==> src/assert_macros.svh <==
// Assertion macros for the scheduler RTL.
// Define NO_ASSERTIONS to compile every check away.
`ifndef ASSERT_MACROS_SVH
`define ASSERT_MACROS_SVH

`ifndef NO_ASSERTIONS
// prop must hold at every rising edge outside reset
`define MLFQ_ASSERT(lbl, clk, rst_n, prop) \
	lbl: assert property (@(posedge clk) disable iff (!rst_n) prop) \
		else $error("%m: assertion failed");
// cond must never be true at a rising edge outside reset
`define MLFQ_NEVER(lbl, clk, rst_n, cond) \
	lbl: assert property (@(posedge clk) disable iff (!rst_n) !(cond)) \
		else $error("%m: forbidden condition seen");
`else
`define MLFQ_ASSERT(lbl, clk, rst_n, prop)
`define MLFQ_NEVER(lbl, clk, rst_n, cond)
`endif

`endif

==> src/mlfq_pkg.sv <==
// Shared types and constants of the multilevel feedback queue scheduler.
// No dependencies; every scheduler module imports this package.
package mlfq_pkg;

	localparam int MAX_PROCS_DEF  = 16;
	localparam int MAX_LEVELS_DEF = 4;

	localparam int CFG_IDX_W  = 2;
	localparam int CFG_DATA_W = 16;

	// configuration register indexes
	localparam logic [CFG_IDX_W-1:0] CFG_PROCESS_COUNT = 2'd0;
	localparam logic [CFG_IDX_W-1:0] CFG_LEVEL_COUNT   = 2'd1;
	localparam logic [CFG_IDX_W-1:0] CFG_BOOST_PERIOD  = 2'd2;

	localparam logic [4:0]  RST_PROCESS_COUNT = 5'd16;
	localparam logic [2:0]  RST_LEVEL_COUNT   = 3'd4;
	localparam logic [15:0] RST_BOOST_PERIOD  = 16'd8;

	// input opcodes
	localparam logic OP_START = 1'b0;
	localparam logic OP_SLICE = 1'b1;

	// result event kinds
	localparam logic [2:0] EV_DEMOTED = 3'd0;
	localparam logic [2:0] EV_STAYED  = 3'd1;
	localparam logic [2:0] EV_EXITED  = 3'd2;
	localparam logic [2:0] EV_BOOSTED = 3'd3;
	localparam logic [2:0] EV_IDLE    = 3'd4;

	// effective configuration, already saturated into range
	typedef struct packed {
		logic [4:0]  n_procs;
		logic [2:0]  n_levels;
		logic [15:0] period;
	} cfg_t;

	typedef struct packed {
		logic [2:0] event_kind;
		logic [4:0] process_id;
		logic [2:0] queue_label;
		logic       last;
	} rec_t;

endpackage

==> src/mlfq_cfg.sv <==
// Configuration registers of the scheduler and their saturation into range.
// Depends on mlfq_pkg.
module mlfq_cfg #(
	parameter int MAX_PROCS  = mlfq_pkg::MAX_PROCS_DEF,
	parameter int MAX_LEVELS = mlfq_pkg::MAX_LEVELS_DEF
) (
	input  logic                             clk,
	input  logic                             arst_n,
	input  logic                             cfg_valid,
	output logic                             cfg_ready,
	input  logic [mlfq_pkg::CFG_IDX_W-1:0]   cfg_index,
	input  logic [mlfq_pkg::CFG_DATA_W-1:0]  cfg_data,
	output mlfq_pkg::cfg_t                   cfg_eff
);
	import mlfq_pkg::*;

	logic [4:0]  process_count_q;
	logic [2:0]  level_count_q;
	logic [15:0] boost_period_q;

	assign cfg_ready = 1'b1;

	always_ff @(posedge clk or negedge arst_n) begin
		if (!arst_n) begin
			process_count_q <= RST_PROCESS_COUNT;
			level_count_q   <= RST_LEVEL_COUNT;
			boost_period_q  <= RST_BOOST_PERIOD;
		end else if (cfg_valid && cfg_ready) begin
			case (cfg_index)
				CFG_PROCESS_COUNT: process_count_q <= cfg_data[4:0];
				CFG_LEVEL_COUNT:   level_count_q   <= cfg_data[2:0];
				CFG_BOOST_PERIOD:  boost_period_q  <= cfg_data;
				default: ;
			endcase
		end
	end

	always_comb begin
		if (int'(process_count_q) > MAX_PROCS) begin
			cfg_eff.n_procs = 5'(MAX_PROCS);
		end else begin
			cfg_eff.n_procs = process_count_q;
		end
		if (level_count_q == 3'd0) begin
			cfg_eff.n_levels = 3'd1;
		end else if (int'(level_count_q) > MAX_LEVELS) begin
			cfg_eff.n_levels = 3'(MAX_LEVELS);
		end else begin
			cfg_eff.n_levels = level_count_q;
		end
		cfg_eff.period = (boost_period_q == 16'd0) ? 16'd1 : boost_period_q;
	end

endmodule

==> src/mlfq_out_reg.sv <==
// Output register of the scheduler: holds one result until the sink takes it.
// Depends on mlfq_pkg.
module mlfq_out_reg (
	input  logic           clk,
	input  logic           arst_n,
	input  logic           emit,
	input  mlfq_pkg::rec_t rec_in,
	output logic           slot_free,
	output logic           out_valid,
	input  logic           out_ready,
	output mlfq_pkg::rec_t rec_q
);
	import mlfq_pkg::*;

	logic valid_q;

	// the slot frees in the same cycle its transaction completes
	assign slot_free = !valid_q || out_ready;
	assign out_valid = valid_q;

	always_ff @(posedge clk or negedge arst_n) begin
		if (!arst_n) begin
			valid_q <= 1'b0;
		end else if (emit) begin
			valid_q <= 1'b1;
		end else if (out_ready) begin
			valid_q <= 1'b0;
		end
	end

	always_ff @(posedge clk) begin
		if (emit) begin
			rec_q <= rec_in;
		end
	end

endmodule

==> src/mlfq_ctrl.sv <==
// Queue controller: link memory, queue heads and tails, slice and boost sequencer.
// Depends on mlfq_pkg and assert_macros.svh.
`include "assert_macros.svh"

module mlfq_ctrl #(
	parameter int MAX_PROCS  = mlfq_pkg::MAX_PROCS_DEF,
	parameter int MAX_LEVELS = mlfq_pkg::MAX_LEVELS_DEF
) (
	input  logic           clk,
	input  logic           arst_n,
	input  mlfq_pkg::cfg_t cfg_eff,
	input  logic           in_valid,
	output logic           in_ready,
	input  logic           opcode,
	input  logic           used_full_quantum,
	input  logic           finishes,
	input  logic           slot_free,
	output logic           emit,
	output mlfq_pkg::rec_t rec
);
	import mlfq_pkg::*;

	localparam int PW = (MAX_PROCS > 1) ? $clog2(MAX_PROCS) : 1;
	localparam int LW = (MAX_LEVELS > 1) ? $clog2(MAX_LEVELS) : 1;
	localparam int CW = $clog2(MAX_PROCS + 1);
	localparam logic [MAX_LEVELS-1:0] LOW_MASK = ~MAX_LEVELS'(1);

	localparam logic [2:0] ST_IDLE  = 3'd0;
	localparam logic [2:0] ST_LOAD  = 3'd1;
	localparam logic [2:0] ST_FIND  = 3'd2;
	localparam logic [2:0] ST_POP   = 3'd3;
	localparam logic [2:0] ST_PUSH  = 3'd4;
	localparam logic [2:0] ST_BFIND = 3'd5;
	localparam logic [2:0] ST_BMOVE = 3'd6;

	logic [2:0]            state_q;
	logic [MAX_LEVELS-1:0] nonempty_q;
	logic [15:0]           slice_q;
	logic [CW-1:0]         live_q;
	logic [PW-1:0]         ld_cnt_q;
	logic [LW-1:0]         lvl_q;
	logic [LW-1:0]         dst_q;
	logic [PW-1:0]         pid_q;
	logic                  full_q;
	logic                  fin_q;
	logic [PW-1:0]         head_q [MAX_LEVELS];
	logic [PW-1:0]         tail_q [MAX_LEVELS];

	// next-process links, one entry per process
	logic [PW-1:0]         link_mem [MAX_PROCS];
	logic [PW-1:0]         rd_data_q;
	logic                  mem_we;
	logic [PW-1:0]         mem_wa;
	logic [PW-1:0]         mem_wd;
	logic                  mem_re;

	logic                  accept;
	logic [CW-1:0]         n_load;
	logic [3:0]            nlev4;
	logic [3:0]            lvl4;
	logic [3:0]            dst4;
	logic                  any_ne;
	logic [LW-1:0]         f_lvl;
	logic [LW-1:0]         b_lvl;
	logic [LW-1:0]         sel_lvl;
	logic [LW-1:0]         dst_calc;
	logic [2:0]            dst_label;
	logic [PW-1:0]         head_sel;
	logic [PW-1:0]         tail_sel;
	logic [PW-1:0]         tail_top;
	logic                  pop_last;
	logic [15:0]           slice_inc;
	logic                  boost_due;
	logic [MAX_LEVELS-1:0] push_ne;
	logic                  push_more;
	logic [MAX_LEVELS-1:0] bm_ne;
	logic                  bm_more;
	logic [4:0]            pid_out;

	assign in_ready = (state_q == ST_IDLE);
	assign accept   = in_valid && in_ready;
	assign n_load   = CW'(cfg_eff.n_procs);
	assign nlev4    = {1'b0, cfg_eff.n_levels};
	assign lvl4     = 4'(lvl_q);
	assign dst4     = 4'(dst_q);
	assign any_ne   = |nonempty_q;

	// lowest-numbered occupied level, and the same among the levels below the top
	always_comb begin
		f_lvl = '0;
		b_lvl = '0;
		for (int i = MAX_LEVELS - 1; i >= 0; i--) begin
			if (nonempty_q[i]) begin
				f_lvl = LW'(i);
			end
		end
		for (int i = MAX_LEVELS - 1; i >= 1; i--) begin
			if (nonempty_q[i]) begin
				b_lvl = LW'(i);
			end
		end
	end

	always_comb begin
		case (state_q)
			ST_FIND:  sel_lvl = f_lvl;
			ST_BFIND: sel_lvl = b_lvl;
			ST_PUSH:  sel_lvl = dst_q;
			default:  sel_lvl = lvl_q;
		endcase
	end

	assign head_sel = head_q[sel_lvl];
	assign tail_sel = tail_q[sel_lvl];
	assign tail_top = tail_q[0];
	assign pop_last = (pid_q == tail_sel);

	// demotion saturates at the lowest level in use; labels count down from the top
	assign dst_calc  = ((lvl4 + 4'd1) < nlev4) ? LW'(lvl4 + 4'd1) : lvl_q;
	assign dst_label = (dst4 < nlev4) ? 3'(nlev4 - dst4) : 3'd1;

	assign slice_inc = slice_q + 16'd1;
	assign boost_due = (slice_inc >= cfg_eff.period);
	assign push_ne   = fin_q ? nonempty_q : (nonempty_q | (MAX_LEVELS'(1) << dst_q));
	assign push_more = boost_due && ((push_ne & LOW_MASK) != '0);
	assign bm_ne     = (pop_last ? (nonempty_q & ~(MAX_LEVELS'(1) << lvl_q)) : nonempty_q)
		| MAX_LEVELS'(1);
	assign bm_more   = ((bm_ne & LOW_MASK) != '0);
	assign pid_out   = 5'(7'(pid_q) + 7'd1);

	always_comb begin
		emit   = 1'b0;
		rec    = '0;
		mem_we = 1'b0;
		mem_wa = tail_top;
		mem_wd = pid_q;
		mem_re = 1'b0;
		case (state_q)
			ST_LOAD: begin
				if (ld_cnt_q != '0) begin
					mem_we = 1'b1;
					mem_wa = ld_cnt_q - PW'(1);
					mem_wd = ld_cnt_q;
				end
			end
			ST_FIND: begin
				if (any_ne) begin
					mem_re = 1'b1;
				end else if (slot_free) begin
					emit            = 1'b1;
					rec.event_kind  = EV_IDLE;
					rec.process_id  = '0;
					rec.queue_label = '0;
					rec.last        = 1'b1;
				end
			end
			ST_PUSH: begin
				if (slot_free) begin
					emit           = 1'b1;
					rec.process_id = pid_out;
					rec.last       = !push_more;
					if (fin_q) begin
						rec.event_kind  = EV_EXITED;
						rec.queue_label = '0;
					end else begin
						rec.event_kind  = full_q ? EV_DEMOTED : EV_STAYED;
						rec.queue_label = dst_label;
						if (nonempty_q[dst_q]) begin
							mem_we = 1'b1;
							mem_wa = tail_sel;
						end
					end
				end
			end
			ST_BFIND: begin
				mem_re = 1'b1;
			end
			ST_BMOVE: begin
				if (slot_free) begin
					emit            = 1'b1;
					rec.event_kind  = EV_BOOSTED;
					rec.process_id  = pid_out;
					rec.queue_label = cfg_eff.n_levels;
					rec.last        = !bm_more;
					if (nonempty_q[0]) begin
						mem_we = 1'b1;
						mem_wa = tail_top;
					end
				end
			end
			default: ;
		endcase
	end

	// reads and writes never fall in the same state, so no forwarding is needed
	always_ff @(posedge clk) begin
		if (mem_we) begin
			link_mem[mem_wa] <= mem_wd;
		end
		if (mem_re) begin
			rd_data_q <= link_mem[head_sel];
		end
	end

	always_ff @(posedge clk or negedge arst_n) begin
		if (!arst_n) begin
			state_q    <= ST_IDLE;
			nonempty_q <= '0;
			slice_q    <= '0;
			live_q     <= '0;
		end else begin
			case (state_q)
				ST_IDLE: begin
					if (accept) begin
						if (opcode == OP_START) begin
							nonempty_q <= '0;
							slice_q    <= '0;
							live_q     <= n_load;
							state_q    <= (n_load == '0) ? ST_IDLE : ST_LOAD;
						end else begin
							state_q <= ST_FIND;
						end
					end
				end
				ST_LOAD: begin
					nonempty_q[0] <= 1'b1;
					if (CW'(ld_cnt_q) == n_load - CW'(1)) begin
						state_q <= ST_IDLE;
					end
				end
				ST_FIND: begin
					if (any_ne) begin
						state_q <= ST_POP;
					end else if (slot_free) begin
						state_q <= ST_IDLE;
					end
				end
				ST_POP: begin
					if (pop_last) begin
						nonempty_q[lvl_q] <= 1'b0;
					end
					if (fin_q && live_q != '0) begin
						live_q <= live_q - CW'(1);
					end
					state_q <= ST_PUSH;
				end
				ST_PUSH: begin
					if (slot_free) begin
						nonempty_q <= push_ne;
						slice_q    <= boost_due ? 16'd0 : slice_inc;
						state_q    <= push_more ? ST_BFIND : ST_IDLE;
					end
				end
				ST_BFIND: begin
					state_q <= ST_BMOVE;
				end
				ST_BMOVE: begin
					if (slot_free) begin
						nonempty_q <= bm_ne;
						state_q    <= bm_more ? ST_BFIND : ST_IDLE;
					end
				end
				default: begin
					state_q <= ST_IDLE;
				end
			endcase
		end
	end

	always_ff @(posedge clk) begin
		case (state_q)
			ST_IDLE: begin
				if (accept) begin
					ld_cnt_q <= '0;
					full_q   <= used_full_quantum;
					fin_q    <= finishes;
				end
			end
			ST_LOAD: begin
				if (ld_cnt_q == '0) begin
					head_q[0] <= '0;
				end
				tail_q[0] <= ld_cnt_q;
				ld_cnt_q  <= ld_cnt_q + PW'(1);
			end
			ST_FIND: begin
				lvl_q <= f_lvl;
				pid_q <= head_sel;
			end
			ST_POP: begin
				if (!pop_last) begin
					head_q[lvl_q] <= rd_data_q;
				end
				dst_q <= full_q ? dst_calc : lvl_q;
			end
			ST_PUSH: begin
				if (slot_free && !fin_q) begin
					if (!nonempty_q[dst_q]) begin
						head_q[dst_q] <= pid_q;
					end
					tail_q[dst_q] <= pid_q;
				end
			end
			ST_BFIND: begin
				lvl_q <= b_lvl;
				pid_q <= head_sel;
			end
			ST_BMOVE: begin
				if (slot_free) begin
					if (!pop_last) begin
						head_q[lvl_q] <= rd_data_q;
					end
					if (!nonempty_q[0]) begin
						head_q[0] <= pid_q;
					end
					tail_q[0] <= pid_q;
				end
			end
			default: ;
		endcase
	end

	`MLFQ_ASSERT(a_live_when_queued, clk, arst_n, (nonempty_q != '0) |-> (live_q != '0))
	`MLFQ_ASSERT(a_pop_follows_read, clk, arst_n, (state_q == ST_POP) |-> ($past(state_q) == ST_FIND))
	`MLFQ_ASSERT(a_boost_has_work, clk, arst_n, (state_q == ST_BFIND) |-> ((nonempty_q & LOW_MASK) != '0))
	`MLFQ_NEVER(a_emit_into_full, clk, arst_n, emit && !slot_free)

endmodule

==> src/multilevel_feedback_queue_scheduler.sv <==
// Top level of the multilevel feedback queue scheduler.
// Depends on mlfq_pkg, mlfq_cfg, mlfq_ctrl and mlfq_out_reg.

// Processes wait in MAX_LEVELS linked-list queues whose next-process links live
// in a synchronous memory with a registered read port; queue heads and tails
// sit in small register files. A start transaction is accepted, then the load
// state links the loaded processes into the top queue in order. A slice
// transaction runs accept, locate the highest occupied queue and read the
// head's link, pop, then push and report; when a priority boost follows, each
// boosted process takes a link read, then a move and report, so the boost walk
// sets the worst case. A slice with no waiting process returns one idle result.
// Results leave through a one-entry output register, so the next transaction
// is taken while the last result still waits. No clearing pass follows reset:
// queue storage is only read where the occupancy bits say it was written.
module multilevel_feedback_queue_scheduler #(
	parameter int MAX_PROCS  = mlfq_pkg::MAX_PROCS_DEF,
	parameter int MAX_LEVELS = mlfq_pkg::MAX_LEVELS_DEF
) (
	input  logic                            clk,
	input  logic                            arst_n,
	input  logic                            in_valid,
	output logic                            in_ready,
	input  logic                            opcode,
	input  logic                            used_full_quantum,
	input  logic                            finishes,
	output logic                            out_valid,
	input  logic                            out_ready,
	output logic [2:0]                      event_kind,
	output logic [4:0]                      process_id,
	output logic [2:0]                      queue_label,
	output logic                            last,
	input  logic                            cfg_valid,
	output logic                            cfg_ready,
	input  logic [mlfq_pkg::CFG_IDX_W-1:0]  cfg_index,
	input  logic [mlfq_pkg::CFG_DATA_W-1:0] cfg_data
);
	import mlfq_pkg::*;

	cfg_t cfg_eff;
	rec_t rec_new;
	rec_t rec_out;
	logic emit;
	logic slot_free;

	mlfq_cfg #(
		.MAX_PROCS  (MAX_PROCS),
		.MAX_LEVELS (MAX_LEVELS)
	) u_cfg (
		.clk       (clk),
		.arst_n    (arst_n),
		.cfg_valid (cfg_valid),
		.cfg_ready (cfg_ready),
		.cfg_index (cfg_index),
		.cfg_data  (cfg_data),
		.cfg_eff   (cfg_eff)
	);

	mlfq_ctrl #(
		.MAX_PROCS  (MAX_PROCS),
		.MAX_LEVELS (MAX_LEVELS)
	) u_ctrl (
		.clk               (clk),
		.arst_n            (arst_n),
		.cfg_eff           (cfg_eff),
		.in_valid          (in_valid),
		.in_ready          (in_ready),
		.opcode            (opcode),
		.used_full_quantum (used_full_quantum),
		.finishes          (finishes),
		.slot_free         (slot_free),
		.emit              (emit),
		.rec               (rec_new)
	);

	mlfq_out_reg u_out (
		.clk       (clk),
		.arst_n    (arst_n),
		.emit      (emit),
		.rec_in    (rec_new),
		.slot_free (slot_free),
		.out_valid (out_valid),
		.out_ready (out_ready),
		.rec_q     (rec_out)
	);

	assign event_kind  = rec_out.event_kind;
	assign process_id  = rec_out.process_id;
	assign queue_label = rec_out.queue_label;
	assign last        = rec_out.last;

endmodule

==> config.mk <==
export PLATFORM = sky130hd
export DESIGN_NAME = multilevel_feedback_queue_scheduler
export DESIGN_NICKNAME = d
export VERILOG_FILES = /design/src/mlfq_pkg.sv /design/src/mlfq_cfg.sv /design/src/mlfq_out_reg.sv /design/src/mlfq_ctrl.sv /design/src/multilevel_feedback_queue_scheduler.sv
export VERILOG_INCLUDE_DIRS = /design/src /design/src/src
export SDC_FILE = /design/constraint.sdc
export NUM_CORES = 1
export LEC_CHECK = 0
export ABC_AREA = 1
export BUFFER_PORTS_ARGS = -buffer_cell sky130_fd_sc_hd__clkbuf_2
export CORE_MARGIN = 3
export CORE_UTILIZATION = 60
export CTS_BUF_LIST = sky130_fd_sc_hd__clkbuf_8
export CTS_CLUSTER_SIZE = 16
export DETAILED_ROUTE_END_ITERATION = 8
export PLACE_DENSITY = 0.78
export SLEW_MARGIN = 20
export SYNTH_ARGS = -nofsm -noshare
export SYNTH_HDL_FRONTEND = slang
export SYNTH_SLANG_ARGS = --single-unit
==> constraint.sdc <==
create_clock -name clk -period 8.5 [get_ports clk]
set_input_delay 1.7 -clock clk [delete_from_list [all_inputs] [get_ports clk]]
set_output_delay 1.7 -clock clk [all_outputs]
set_load 0.05 [all_outputs]
==> summary.txt, run 1 <==
Outcome
  – Status: complete, no violations

Synthesis
  – Asr flop ratio synth: 0.276
  – Seq cells post-synth: 174
  – Yosys warning total: 0
  – Synthesized area: between 9000 and 10000 um2
  – Syn Area/Cell: between 9 and 10 um2
  – Synth unique cells: 55
  – Cells after synthesis: 984
  – Number of synthesized flops with an enable pin: 126
  – Sequential area share after synthesis: 0.536
  – Synthesized net count: 1043
  – Post-synth top flop: edfxtp_1

Worst setup path
  – Crit Path Category: reg2reg
  – CP arrival: ~4500 ps
  – Worst-path fanout max: 11
  – Critical path launch point type: flop
  – WP data required: 8900 ps
  – R2R Path End: u_ctrl.state_q[0]$_DFFE_PN0P_
  – Flop-to-flop setup slack: 4370 ps
  – Worst reg2reg startpoint: u_ctrl.slice_q[2]$_DFFE_PN0P_
  – R2R cell count: 23
  – Endpoint class of the critical path: flop

CTS
  – CTS buffer count: 17
  – Cts hold-fix bufs: 0
  – H-tree depth: 4
  – Clock Sinks: 174
  – CTS root buffer: clkbuf_8
  – Clock-pin slew on the worst setup and hold paths: 80 ps
  – Post-CTS Setup Bufs: 0
  – Worst skew pair latency: 470 ps
  – Post-cts sizing count: 0
  – CTS tree: built
  – Max Buffers Root-to-Sink: 2

Layout
  – Fillers: 1170
  – Sequential cell area: 4990 um2
  – Post-route insts no fill: 1226
  – Area delta synth->final: 8.04%
  – Final Cell Area: 10100 um2
  – Multi-input logic area: 3670 um2
  – N_diodes: 0
  – Core Util, Final: 0.676
  – Share of cells above drive strength 1: 0.123
  – Final nets: 1089

Floorplanning
  – Core Area: about 15000 um2
  – Initial core utilization: 0.626
  – Die extent in x: about 130 um
  – Die span in y: about 130 um
  – Die ar.: 17000 um2
  – Row cnt: 44
  – I/O pins: 41

Detailed routing
  – Initial DRC Count: 683
  – DRT antenna net count: 0
  – DR vias: 7113
  – Vias per cell: 5.80
  – Post-DR wirelength/cell: 17.0 um
  – # DRC: 0
  – Detailed Route WL: 20.8 mm
  – Router iterations before antenna repair: 5

Global routing
  – Pin count of the biggest net entering global routing: 49
  – Initial antenna violation count: 0
  – GRT Resource Usage Total: 0.259
  – Gr ovfl total: 0
  – First-pass GRT wire length: 34.0 mm
  – Vias in the first global route: 6762

STA
  – Slew HR: 0.319
  – Final hold vios: 0
  – Fin crit period: between 4000 and 5000 ps
  – RSZ-0062 raised after global routing: no
  – Setup Viol. Count Final: 0
  – Period utilization: 0.485
  – Final Slew Violations: 0
  – Worst slew pin tran: 1020 ps
  – Clock skew: 15.8 ps
  – Setup TNS: 0 ps
  – FMAX: 242 MHz

Job
  – Max Cap Violations: 0

Hold path
  – Worst hold path depth: 2
  – HP Class: reg2reg
  – Hold Startpoint: u_cfg.boost_period_q[3]$_DFFE_PN1P_
  – Hold Path End: u_cfg.boost_period_q[3]$_DFFE_PN1P_

Power and ir drop
  – Pwr Total: 2940 uW
  – Peak supply drop: 148 uV
  – PwrDens: between 200 and 300 nW/um2
  – Static Leak: 0.00421 uW

Placed design
  – Port Buffer Count: 39
  – Placed instance area: 9670 um2
  – DPL Wire Length: 15.5 mm
  – Routability Congestion: between 1 and 1.5
  – DP Cell Count: 1195
-- worst max-delay path: stages, from the launching register on --
cell and delay (ps):
dfrtp_1 390, inv_1 70, nor3_1 340, nand4_1 210
nor2_1 190, nand4_1 150, nor3_1 220, inv_1 80
nor3_1 210, nand2_1 100, xor2_1 230, inv_1 70
ha_1 300, nand2_1 60, inv_1 50, nand3_1 70
nor3_1 200, nand3_1 100, nand3_1 360, o31ai_1 160
or2_2 320, nand3_1 80, nand2_1 60, nand2_1 60
-- area by class of cell --
cell class	instances	area share
Sequential cell	174	0.496
Multi-Input combinational cell	647	0.365
Inverter	146	0.0548
Clock buffer	17	0.0233
Timing Repair Buffer	44	0.0232
Tap cell	184	0.0229
Clock inverter	14	0.0143
-- synthesized netlist by cell type (4+ instances only) --
| library cell | n | area [um2] |
|---|---|---|
| nor2_2 | 9 | 56.3 |
| o21ai_1 | 15 | 75.1 |
| o22ai_1 | 8 | 50.1 |
| inv_2 | 13 | 48.8 |
| buf_2 | 8 | 40.0 |
| dfrtp_1 | 45 | 1130 |
| o21ai_2 | 4 | 35.0 |
| o32ai_1 | 8 | 70.1 |
| o211ai_1 | 34 | 255 |
| nand3_2 | 4 | 40.0 |
| edfxtp_1 | 126 | 3780 |
| or2_2 | 4 | 25.0 |
| nand2_2 | 4 | 25.0 |
| nor4_1 | 4 | 25.0 |
| xor2_1 | 16 | 140 |
| a21oi_1 | 43 | 215 |
| or2_1 | 23 | 144 |
| inv_1 | 132 | 495 |
| nand3_1 | 65 | 325 |
| nand4_1 | 13 | 81.3 |
| nand2_1 | 150 | 563 |
| o21ai_0 | 76 | 380 |
| nor2_1 | 81 | 304 |
| clkbuf_1 | 5 | 18.8 |
| ha_1 | 32 | 400 |
| nor3_1 | 14 | 70.1 |
-- sequential cells by signal (all words and copies together) (netlist names) --
signal                 cells
u_cfg.boost_period_q      16
u_out.rec_q               12
u_ctrl.dst_q               2
u_ctrl.ld_cnt_q            4
u_ctrl.pid_q               4
u_out.out_valid            1
u_ctrl.slice_q            16
u_ctrl.tail_q             16
u_ctrl.head_q             16
u_cfg.level_count_q        3
u_cfg.process_count_q      5
u_ctrl.lvl_q               2
u_ctrl.fin_q               1
u_ctrl.full_q              1
u_ctrl.nonempty_q          4
u_ctrl.state_q             3
u_ctrl.rd_data_q           4
u_ctrl.link_mem           64
-- kinds of logic after synthesis --
logic type / after synthesis / synth area share
xor+xnor: 17 / 0.0160
buf+inv: 163 / 0.0695
flops: 174 / 0.536
compound gates: 212 / 0.138
other cells: 1 / 0.000403
simple gates: 384 / 0.195
fa+ha+maj: 33 / 0.0452
-- worst max path at each step --
stage                     slack, ps                               end                           from
after detailed placement       4380     u_ctrl.head_q[0][3]$_DFFE_PP_                      out_ready
after global routing           3800     u_ctrl.state_q[0]$_DFFE_PN0P_  u_ctrl.slice_q[2]$_DFFE_PN0P_
after floorplan                4920  u_ctrl.link_mem[14][0]$_DFFE_PP_                      out_ready
after CTS                      4470     u_ctrl.state_q[0]$_DFFE_PN0P_  u_ctrl.slice_q[2]$_DFFE_PN0P_
final                          4370     u_ctrl.state_q[0]$_DFFE_PN0P_  u_ctrl.slice_q[2]$_DFFE_PN0P_
after global placement         4510  u_ctrl.link_mem[14][2]$_DFFE_PP_                      out_ready
-- routing by layer --
layer / global-route usage / up-vias / routed length, um
li1: - / 3505 / -
met1: 0.365 / 3282 / 9350
met2: 0.405 / 285 / 9440
met3: 0.0516 / 41 / 1530
met4: 0.0895 / 0 / 485
met5: 0 / - / 0
-- cells in the final DEF (no fill, tap or decap), drive strengths merged, types with 16 or more instances in the layout --
cell,instances
nand3,72
nor2,93
clkbuf,56
o21ai,95
nand2,156
or2,27
dfrtp,45
inv,152
edfxtp,126
o211ai,34
xor2,16
ha,32
a21oi,43
-- metrics by stage --
step | setup slack, ps | hold WS, ps
after detailed placement | 4380 | 493
after global placement | 4510 | 481
after global routing | 3800 | 526
after CTS | 4470 | 510
after floorplan | 4920 | 448
final | 4370 | 506
-- where the power goes --
group          leakage (uW)  internal (uW)  switching [uW]
Combinational       0.00227            328             847
Sequential          0.00175           1120            81.2
Clock              0.000193            260             296
Total               0.00421           1710            1220
Power figures use the tool's default switching activity.
==> run 2, diff against run 1 <==
==> constraint.sdc (replaced) <==
create_clock -name clk -period 3.9 [get_ports clk]
set_input_delay 0.78 -clock clk [delete_from_list [all_inputs] [get_ports clk]]
set_output_delay 0.78 -clock clk [all_outputs]
set_load 0.05 [all_outputs]
==> summary.txt, run 2 (synthesis results as in run 1) <==
Outcome
  – Status: complete, no violations

Floorplanning
  – I/O pins: 41
  – Core Area: 14900 um2
  – Die span in y: 131 um
  – Initial core utilization: 0.626
  – Die extent in x: 131 um
  – Row cnt: 44
  – Die ar.: 17000 um2

Power and ir drop
  – Sw Share: 0.418
  – Clock Power Share: 0.194
  – Internal power: 3780 uW
  – Peak supply drop: approximately 370 uV
  – Comb pwr share: 0.402
  – Sequential power share: 0.404
  – P_sw: 2710 uW
  – PwrDens: 640 nW/um2
  – Static Leak: 0.00428 uW

Global routing
  – Gr ovfl total: 0
  – Initial antenna violation count: 0
  – Vias in the first global route: 6978
  – GRT Resource Usage Total: 0.265
  – Pin count of the biggest net entering global routing: 39
  – First-pass GRT wire length: 34.7 mm

Layout
  – Largest reg by FF count: u_ctrl.link_mem
  – Share of cells above drive strength 1: 0.133
  – N_diodes: 0
  – Final nets: roughly 1100
  – Max reg flops: 64
  – Most frequent cells in the layout: 150 x nand2_1, 133 x inv_1, 126 x edfxtp_1
  – Area delta synth->final: 9.08%
  – Most common cell after layout, fill and taps aside: nand2_1

STA
  – Final hold vios: 0
  – Setup Viol. Count Final: 0
  – Final Slew Violations: 0
  – WHS: about 430 ps
  – Clock skew: 18.2 ps
  – Period utilization: 0.947
  – Final Worst Setup Slack: 207 ps
  – Slew HR: 0.325
  – Setup TNS: 0 ps
  – Worst slew pin tran: 1010 ps
  – FMAX: 271 MHz
  – Fin crit period: approximately 3700 ps

CTS
  – CTS buffer count: 17
  – Post-CTS Setup Bufs: 0
  – H-tree depth: 4
  – Worst skew pair latency: 470 ps
  – Clock Sinks: 174
  – Clock-pin slew on the worst setup and hold paths: 100 ps
  – CTS tree: built
  – Max Buffers Root-to-Sink: 2
  – CTS root buffer: clkbuf_8

Placed design
  – Routability Congestion: 0.953
  – Port Buffer Count: 39
  – Pre-CTS setup slack: 105 ps
  – DPL Wire Length: around 16 mm

Detailed routing
  – DR vias: 7311
  – DRT antenna net count: 0
  – Vias per cell: 5.92
  – Detailed Route WL: 21.6 mm
  – Post-DR wirelength/cell: 17.5 um
  – # DRC: 0
  – Router iterations before antenna repair: 6
  – Initial DRC Count: 801

Worst setup path
  – Critical path launch point type: flop
  – WP data required: 4280 ps
  – CP arrival: 4070 ps
  – Crit Path Category: reg2reg
  – Worst-path fanout max: 10
  – CP max-delay cell: dfrtp_1
  – Max stage delay on crit path: 390 ps
  – Endpoint class of the critical path: flop
  – CP Cell Sequence: inv_1, nor3_4, nand4_1, nor2_1, nand4_1, nor3_2, inv_1, nor3_1, nand2_1, xor2_1, inv_1, ha_1, nand2_1, inv_1, nand3_1, inv_1, a21oi_1, nand3_2, buf_6, inv_1, nand3_1, o21ai_0
  – Crit-path most repeated cell: inv_1

Hold path
  – HP Class: in2async

Job
  – Max Cap Violations: 0
[run 2: layout make-up]
| class | count | area, um2 |
|---|---|---|
| Sequential cell | 174 | 4990 |
| Timing Repair Buffer | 51 | 289 |
| Clock inverter | 15 | 158 |
| Inverter | 146 | 551 |
| Clock buffer | 17 | 234 |
| Fill cell | 1198 | 4720 |
| Multi-Input combinational cell | 647 | 3700 |
| Tap cell | 184 | 230 |
[run 2: power by group through the flow]
stage	clock network, uW	logic [uW]	registers (uW)
floorplan	0	1760	2720
global placement	0	2520	2650
detailed placement	0	2580	2660
CTS	1270	2590	2620
global route	1360	2910	2650
finish	1260	2610	2620
[run 2: path summary, 6_finish.rpt]
path | startpoint | to | slack, ps | depth (start not counted)
max | u_ctrl.slice_q[2]$_DFFE_PN0P_ | u_ctrl.slice_q[8]$_DFFE_PN0P_ | 210 | 22
min | arst_n | u_cfg.boost_period_q[5]$_DFFE_PN0P_ | 430 | 1
max reg2reg | u_ctrl.slice_q[2]$_DFFE_PN0P_ | u_ctrl.slice_q[8]$_DFFE_PN0P_ | 210 | 22
min reg2reg | u_cfg.boost_period_q[3]$_DFFE_PN1P_ | u_cfg.boost_period_q[3]$_DFFE_PN1P_ | 510 | 2
max in group asynchronous | arst_n | u_cfg.level_count_q[2]$_DFFE_PN1P_ | 2680 | 2
min in group clk | used_full_quantum | u_ctrl.full_q$_DFFE_PP_ | 480 | 1
[run 2: metal layers]
layer	part of all wire	track usage	routed length (um)	up-vias
li1	-	-	-	3513
met1	0.44	0.363	9510	3448
met5	0	0	0	-
met2	0.47	0.419	10200	310
met3	0.070	0.0703	1520	40
met4	0.018	0.0762	382	0
[run 2: stage by stage]
step           total power (uW)  utilization  cell area, um2  std cells
5_1_grt                    6920        0.683           10100       1234
3_5_place_dp               5230        0.654            9730       1202
2_1_floorplan              4480            -            9300        984
6_report                   6490        0.683           10100       1234
4_1_cts                    6480        0.681           10100       1234
3_3_place_gp               5170        0.654            9720       1202
[run 2: worst max-delay path: cells and delay by family, from the launching register on]
family | cells | cell delay [ps]
AO/OA/AOI/OAI | 2 | 320
flip-flops | 1 | 390
XOR/XNOR | 1 | 200
AND/OR/NAND/NOR | 11 | 1620
buffers and inverters | 7 | 730
adder cells (fa/ha/maj) | 1 | 320
[run 2: what timing repair did]
action | 4_1_cts | 5_1_grt
endpoints found under the setup margin | 0 | 19
hold buffers | 0 | 0
gates resized for setup | 0 | 6
==> run 3, diff against run 2 <==
--- a/config.mk
+++ b/config.mk
@@ -14,6 +14,7 @@
 export CTS_CLUSTER_SIZE = 16
 export DETAILED_ROUTE_END_ITERATION = 8
 export PLACE_DENSITY = 0.78
+export REMOVE_ABC_BUFFERS = 1
 export SLEW_MARGIN = 20
 export SYNTH_ARGS = -nofsm -noshare
 export SYNTH_HDL_FRONTEND = slang
==> summary.txt, run 3 (synthesis results as in run 1) <==
Floorplanning
  – Die ar.: 17000 um2
  – I/O pins: just over 40
  – Core Area: between 10000 and 15000 um2
  – Die span in y: 131 um
  – Row cnt: 44
  – Initial core utilization: 0.626
  – Die extent in x: 131 um

Layout
  – Most common cell after layout, fill and taps aside: nand2_1
  – Final nets: approximately 1100
  – N_diodes: 0
  – Largest reg by FF count: u_ctrl.link_mem
  – Most frequent cells in the layout: 150 x nand2_1, 137 x inv_1, 126 x edfxtp_1
  – Multi-input logic area: 3710 um2
  – Area delta synth->final: 8.50%
  – Share of cells above drive strength 1: 0.126
  – Post-route insts no fill: 1231
  – Max reg flops: 64
  – Fillers: 1170
  – Sequential cell area: 4990 um2

STA
  – Setup Viol. Count Final: 0
  – WHS: 392 ps
  – Worst slew pin tran: 914 ps
  – FMAX: approximately 280 MHz
  – Clock skew: 9.94 ps
  – Period utilization: 0.919
  – Final hold vios: 0
  – Fin crit period: 3580 ps
  – Final Slew Violations: 0
  – Slew HR: 0.389

Power and ir drop
  – Internal power: ~3700 uW
  – Pwr Total: 6350 uW
  – P_sw: 2620 uW
  – Comb pwr share: 0.408
  – Peak supply drop: 299 uV
  – Sw Share: 0.412
  – Sequential power share: 0.413
  – PwrDens: 629 nW/um2
  – Static Leak: 0.00426 uW
  – Clock Power Share: 0.179

Worst setup path
  – CP Cell Sequence: inv_1, nor3_4, nand4_1, nor2_1, nand4_1, nor3_2, inv_1, nor3_2, nand2_1, xor2_1, inv_1, ha_1, nand2_1, inv_1, nand3_1, nor3_2, nand3_1, nand3_2, o31ai_1, or2_2, nand3_1, nand2_1, nand2_1
  – Max stage delay on crit path: between 300 and 400 ps
  – Critical path launch point type: flop
  – CP arrival: 3980 ps
  – CP bufs+invs: 4
  – WP data required: 4300 ps
  – Worst-path fanout max: 5
  – CP max-delay cell: dfrtp_1
  – Crit Path Category: reg2reg
  – CP top delay family: simple AND/OR/NAND/NOR gates
  – Endpoint class of the critical path: flop

Detailed routing
  – DRT antenna net count: 0
  – Post-DR wirelength/cell: 17.2 um
  – Initial DRC Count: about 740
  – Vias per cell: 5.84
  – # DRC: 0
  – Detailed Route WL: 21.1 mm
  – DR vias: 7188
  – Router iterations before antenna repair: 5

Hold path
  – HP Class: in2async

CTS
  – Cts hold-fix bufs: 0
  – Post-cts sizing count: 1
  – CTS tree: built
  – Clock Sinks: 174
  – CTS buffer count: 17
  – Max Buffers Root-to-Sink: 2
  – H-tree depth: 4
  – Clock-pin slew on the worst setup and hold paths: about 80 ps
  – Post-CTS Setup Bufs: 0
  – Worst skew pair latency: 460 ps
  – CTS root buffer: clkbuf_8

Job
  – Max Cap Violations: 0

Placed design
  – Routability Congestion: 0.951
  – DPL Wire Length: 15.6 mm
  – Port Buffer Count: 39
  – DP Cell Count: between 1000 and 1500

Global routing
  – Pin count of the biggest net entering global routing: 34
  – Initial antenna violation count: 0
  – First-pass GRT wire length: roughly 34 mm
  – Gr ovfl total: 0
  – GRT Resource Usage Total: 0.261
  – Vias in the first global route: 6783

Outcome
  – Status: complete, no violations
==> run 3: worst reg2reg max path: cells and delay by family, from the launching register on <==
family	cells	cell delay (ps)
fa+ha+maj	1	300
flops	1	390
xor+xnor	1	210
simple gates	16	2200
buf+inv	4	320
compound gates	1	110
==> run 3: area by class of cell <==
| class | instances | share of cell area |
|---|---|---|
| inverter | 146 | 0.0545 |
| clock inverter | 14 | 0.0112 |
| clock buffer | 17 | 0.0232 |
| multi-input combinational | 647 | 0.367 |
| tap | 184 | 0.0228 |
| sequential | 174 | 0.494 |
| timing repair buffer | 49 | 0.0268 |
==> run 3: stage by stage <==
step / TNS [ps] / setup slack [ps] / area (um2) / utilization
after floorplan: 0 / 429 / 9210 / -
after global placement: 0 / 226 / 9710 / 0.653
after detailed placement: 0 / 2.01 / 9710 / 0.653
after CTS: 0 / 41.6 / 10100 / 0.677
after global routing: -46.6 / -26.3 / 10100 / 0.679
final: 0 / 315 / 10100 / 0.679
==> run 3: worst paths after layout <==
| check | from | endpoint | slack (ps) | cells after the start |
|---|---|---|---|---|
| setup / recovery | u_ctrl.slice_q[2]$_DFFE_PN0P_ | u_ctrl.state_q[2]$_DFFE_PN0P_ | 320 | 23 |
| hold / removal | arst_n | u_cfg.boost_period_q[0]$_DFFE_PN0P_ | 390 | 1 |
| setup reg to reg | u_ctrl.slice_q[2]$_DFFE_PN0P_ | u_ctrl.state_q[2]$_DFFE_PN0P_ | 320 | 23 |
| hold reg to reg | u_cfg.process_count_q[4]$_DFFE_PN1P_ | u_cfg.process_count_q[4]$_DFFE_PN1P_ | 500 | 2 |
| max in group asynchronous | arst_n | u_cfg.process_count_q[4]$_DFFE_PN1P_ | 2710 | 2 |
| min in group clk | used_full_quantum | u_ctrl.full_q$_DFFE_PP_ | 500 | 1 |
==> run 3: metal layers <==
metal / global-route usage / share of wire
met5: 0 / 0
met4: 0.0871 / 0.021
met3: 0.0431 / 0.070
met2: 0.423 / 0.47
met1: 0.362 / 0.44
==> run 3: power groups by stage <==
stage	clock (uW)	combinational [uW]	sequential, uW
6_report	1140	2590	2620
5_1_grt	1230	2880	2650
4_1_cts	1160	2560	2620
3_5_place_dp	0	2550	2660
3_3_place_gp	0	2490	2650
2_1_floorplan	0	1690	2720
